File: src/rtl/cblm_pkg.sv
package cblm_pkg;

	// Ring geometry. Address and count widths follow from the depth.
	localparam int SAMPLE_DEPTH = 1024;
	localparam int ADDR_W       = $clog2(SAMPLE_DEPTH);
	localparam int COUNT_W      = $clog2(SAMPLE_DEPTH + 1);

	localparam int TS_W    = 64;
	localparam int WIN_W   = 40;
	localparam int TOT_W   = 48;
	localparam int WF_W    = 11;
	localparam int WB_W    = 18;
	localparam int BITS_W  = 8;
	localparam int LEN_W   = 4;
	localparam int ENTRY_W = TS_W + BITS_W;

	localparam logic [WIN_W-1:0] WINDOW_RESET = 40'd1000000000;
	localparam logic [TOT_W-1:0] TOTAL_MAX    = '1;

	// Item commands.
	localparam logic CMD_FRAME = 1'b0;
	localparam logic CMD_QUERY = 1'b1;

	typedef struct packed {
		logic             cmd;
		logic [TS_W-1:0]  item_time;
		logic [LEN_W-1:0] payload_length;
		logic             extended_id;
	} item_t;

	typedef struct packed {
		logic [TOT_W-1:0] total_frames;
		logic [TOT_W-1:0] total_payload_bytes;
		logic [WF_W-1:0]  window_frames;
		logic [WB_W-1:0]  window_bits;
		logic             ring_overflow;
	} result_t;

	typedef enum logic [3:0] {
		ST_IDLE  = 4'b0001,
		ST_EVICT = 4'b0010,
		ST_PUSH  = 4'b0100,
		ST_CHECK = 4'b1000
	} state_t;

endpackage

File: src/rtl/cblm_est.sv
module cblm_est (
	input  logic [cblm_pkg::LEN_W-1:0]  payload_length,
	input  logic                        extended_id,
	output logic [cblm_pkg::BITS_W-1:0] frame_bits
);

	logic [3:0]  len_clamped;
	logic [7:0]  raw;
	logic [7:0]  raw_round;
	logic [15:0] prod;

	// Stuffing allowance is ceil(raw/5); raw+4 stays below 1024, so the
	// reciprocal multiply by 205/1024 gives the exact quotient.
	always_comb begin
		len_clamped = (payload_length > 4'd8) ? 4'd8 : payload_length;
		raw         = (extended_id ? 8'd67 : 8'd47) + {1'b0, len_clamped, 3'b000};
		raw_round   = raw + 8'd4;
		prod        = 16'(raw_round) * 16'd205;
		frame_bits  = raw + {2'b00, prod[15:10]};
	end

endmodule

File: config.mk
export PLATFORM = sky130hd
export DESIGN_NAME = cblm_est
export DESIGN_NICKNAME = d
export VERILOG_FILES = /design/src/rtl/cblm_pkg.sv /design/src/rtl/cblm_est.sv
export SDC_FILE = /design/constraint.sdc
export NUM_CORES = 1
export LEC_CHECK = 0
export BUFFER_PORTS_ARGS = -buffer_cell sky130_fd_sc_hd__buf_2
export CORE_ASPECT_RATIO = 1.25
export CORE_MARGIN = 4
export CORE_UTILIZATION = 30
export DETAILED_ROUTE_END_ITERATION = 12
export PLACE_DENSITY_LB_ADDON = 0.15
export SLEW_MARGIN = 20
export SYNTH_ARGS = -nofsm -noshare
export SYNTH_HDL_FRONTEND = slang
export SYNTH_SLANG_ARGS = --single-unit
File: constraint.sdc
create_clock -name vclk -period 20.9
set_clock_uncertainty 0.1 [all_clocks]
set_input_delay 5.225 -clock vclk [all_inputs]
set_output_delay 5.225 -clock vclk [all_outputs]
set_load 0.01 [all_outputs]
# --- Word-level counts from Yosys, hierarchy flattened ---
# Index checks and enable logic that the tools add are counted.
word_totals:
  ff_bits: 0
  inputBits: 5
  out_inout_bits: 8
  wordCells: 7
classes:
  addsub: 3
  mul: 1
  n_lt_le_gt_ge: 1
  mux: 2
ops:
  columns: ["op", "n"]
  rows:
  - ["multiplier 8 x 8 -> 16 bit, second input constant", 1]
  - ["adder 7 x 7 -> 8 bit", 1]
  - ["adder 8 x 3 -> 8 bit, second input constant", 1]
  - ["adder 8 x 6 -> 8 bit", 1]
  - ["2-to-1 mux 7 bit", 1]
  - ["> comparator 4 bit, second input constant", 1]
  - ["2-to-1 mux 4 bit", 1]

# --- Logic depth before layout (Yosys ltp) ---
logic_depth:
  ltp_word: 6
  mapped_depth: 26
  depth_no_buf: 26

# --- Worst setup path before layout ---
# No wires, ideal clock.
synth_path:
  path_kind: "input to output"
  startpoint: "input extended_id"
  endpoint: "output frame_bits[7] in the netlist's numbering"
  t_arrival_ns: 10.327
  required_time_ns: 15.575
  setup_slack_ns: 5.248
  stages: 26
  n_path_buf: 1
  path_cell_list: "buf_6 -> inv_1 -> ha_1 -> ha_1 -> xor2_2 -> xor2_1 -> ha_1 -> xor2_1 -> ha_1 -> inv_1 -> fa_1 -> inv_1 -> ha_1 -> a21oi_1 -> o21ai_1 -> a31oi_1 -> o21bai_1 -> a21oi_1 -> o21ai_0 -> xor2_1 -> ha_1 -> a21o_2 -> a31oi_1 -> a31oi_2 -> o2111ai_2 -> xnor2_1"
synth_between:
  elab_chain_len: 5
synth_rtl:
  columns: ["element", "line", "rtl"]
  rows:
  - ["start: declaration", "cblm_est.sv:3", "input logic extended_id,"]
  - ["2-to-1 mux 7 bit (*)", "cblm_est.sv:16", "raw = (extended_id ? 8'd67 : 8'd47) + {1'b0, len_clamped, 3'b000};"]
  - ["adder 7 x 7 -> 8 bit (*)", "cblm_est.sv:16", null]
  - ["adder 8 x 3 -> 8 bit", "cblm_est.sv:17", "raw_round = raw + 8'd4;"]
  - ["multiplier 8 x 8 -> 16 bit", "cblm_est.sv:18", "prod = 16'(raw_round) * 16'd205;"]
  - ["adder 8 x 6 -> 8 bit (*)", "cblm_est.sv:19", "frame_bits = raw + {2'b00, prod[15:10]};"]
  - ["end: declaration", "cblm_est.sv:4", "output logic [cblm_pkg::BITS_W-1:0] frame_bits"]
# Mark *: on every way between the ends. The rest lies on a longest branch, timed or not.

# --- Final worst setup path ---
# Same ends and word-level chain as after synthesis.

==> results.toml <==
[outcome]
status = "finished, final reports clean"

[die]
boundaryPins = 13
start_util_pct = 31.8
core_area_mm2 = 0.00449
fp.dieW_um = 69.7
die_h_um = 85.2
num_rows = 27
die_area_mm2 = 0.00594

[routing]
vias = 1094
dr.first_iter.drc_count = 20
via_per_inst = 4.76
wire_per_inst_um = 12.3
first_pass_iters = 4
wirelength_um = 2840
drc = 0
ant_nets = 0

[setup_path]
critPathMaxFanout = 11
cp.required_ps = 15580
startpoint_type = "primary input"
arrival_ps = 11190
path_class = "primary input to primary output"
critPathCaptureType = "primary output"

[finish]
layout-drive-gt1-share_pct = 15.7
area_growth_pct = 8.84
diodes = 0
n_clock_buffer = 0
nNetsFinal = 229
flops_and_latches = 0
seqCellArea_um2 = 0
fillers = 477

[global_route]
grt_util_all_layers_pct = 9.75
overflow = 0
grt_max_degree = 12
antenna_found_initial = 0
grt_pass1_vias = 1127
grt_pass1_wl_um = 4980

[timing]
rsz0062_at_grt = "no"
finalCriticalPeriod_ps = 16510
layout_setup_ws_ps = 4390
final_hold_viol_count = 0
min_period_over_period_pct = 79.0
setup_viol = 0
fin_setup_tns_ps = 0
worst_slew_pin_slew_ps = 495
max_freq_mhz = 60.6
final_max_slew_viol_count = 0
slew_headroom_pct = 66.8

[min_path]
min_path_type = "primary input to primary output"
min_from = "payload_length[3]"
hold_end = "frame_bits[7]"
hold_path_depth = 4

[clock_tree]
cts_resized = 0
cts_setup_buffers = 0
holdBufCountCts = 0

[yosys]
netlist.top_cell.by_area = "ha_1"
netlist_area_mm2 = 0.00143
ys_seq_area_share_pct = 0
syn_area_per_cell_um2 = 8.93
yosysMostFrequentCell = "ha_1"
synth_top_area_share_pct = 38.5
synth_commonest_cells = "44 x ha_1, 20 x inv_1, 13 x xnor2_1"
syn-instance-count = 160
synth_fp_nets = 215
synthTopCellsByArea = "ha_1 39%, fa_1 8.4%, xnor2_1 8.0%, xor2_1 6.7%, inv_1 5.3%"
yosys_warnings = 0
synth_cell_types = 36

[job]
cap_violations = 0

[placed_design]
dp_slack_ps = 4340
io_buffers = 13
dp_hpwl_um = 2610
place.gp.congestion = 0.754
layout by cell type, fill, tap and decap left out, types with 2 or more instances in the layout:
| cell type | Yosys | layout |
|---|---|---|
| buf_2 | 0 | 13 |
| or2_2 | 2 | 2 |
| fa_1 | 6 | 6 |
| a31oi_1 | 3 | 3 |
| and2_1 | 2 | 2 |
| o21ai_0 | 6 | 6 |
| o21ai_1 | 2 | 2 |
| nor2_1 | 2 | 2 |
| nor2b_1 | 3 | 3 |
| xnor2_2 | 3 | 3 |
| a21oi_1 | 7 | 7 |
| inv_1 | 20 | 20 |
| nand2b_1 | 2 | 2 |
| a21o_1 | 5 | 5 |
| ha_1 | 44 | 44 |
| a21o_2 | 2 | 2 |
| nand2_1 | 7 | 7 |
| nor3_1 | 2 | 2 |
| xnor2_1 | 13 | 13 |
| xor2_1 | 11 | 11 |
| nand3_1 | 2 | 2 |
critical path, stage by stage:
cell and delay (ps):
buf_2 240, inv_1 200, ha_1 260, ha_1 220
xor2_2 390, xor2_1 390, ha_1 350, xor2_1 180
ha_1 270, inv_1 50, fa_1 530, inv_1 40
ha_1 310, a21oi_1 150, o21ai_1 100, a31oi_1 260
o21bai_1 100, a21oi_1 240, o21ai_0 150, xor2_1 170
ha_1 340, a21o_2 240, a31oi_1 180, a31oi_2 80
o2111ai_2 220, xnor2_1 130, buf_2 140
routing by layer:
| metal | global-route usage [%] | vias up | routed length, µm |
|---|---|---|---|
| met5 | 0 | - | 0 |
| li1 | - | 585 | - |
| met4 | 0 | 0 | 0 |
| met3 | 0.118 | 0 | 46 |
| met2 | 19.5 | 8 | 1530 |
| met1 | 12.3 | 501 | 1270 |
layout make-up:
type / count / area, µm² / share of cell area, %
inverter: 20 / 75.1 / 4.83
multi-input combinational: 139 / 1340 / 86.3
tap: 58 / 72.6 / 4.67
timing repair buffer: 13 / 65.1 / 4.18
through the flow:
step | instance area, µm² | instances | util (%) | hold slack [ps]
2_1_floorplan | 1430 | 160 | - | 10720
3_3_place_gp | 1560 | 230 | 34.6 | 11060
3_5_place_dp | 1560 | 230 | 34.6 | 11060
4_1_cts | 1560 | 230 | 34.6 | 11060
5_1_grt | 1560 | 230 | 34.6 | 11110
6_report | 1560 | 230 | 34.6 | 11050
worst max-delay path by stage:
stage	startpoint	to	slack (ps)	cells after the start
5_1_grt	extended_id	frame_bits[7]	3920	27
2_1_floorplan	extended_id	frame_bits[7]	5250	26
3_3_place_gp	extended_id	frame_bits[7]	4390	27
6_report	extended_id	frame_bits[7]	4390	27
3_5_place_dp	extended_id	frame_bits[7]	4340	27
4_1_cts	extended_id	frame_bits[7]	4330	27
cells by family (layout without fill, tap and decap cells):
group / Yosys count / after routing / synth area share [%]
xor+xnor: 28 / 28 / 19.3
fa+ha+maj: 51 / 51 / 47.6
simple gates: 28 / 28 / 11.0
compound gates: 32 / 32 / 16.0
buf+inv: 21 / 33 / 6.04
Power is not shown: default switching activity piles up to over one toggle a cycle in this logic, so the estimate is an artifact.
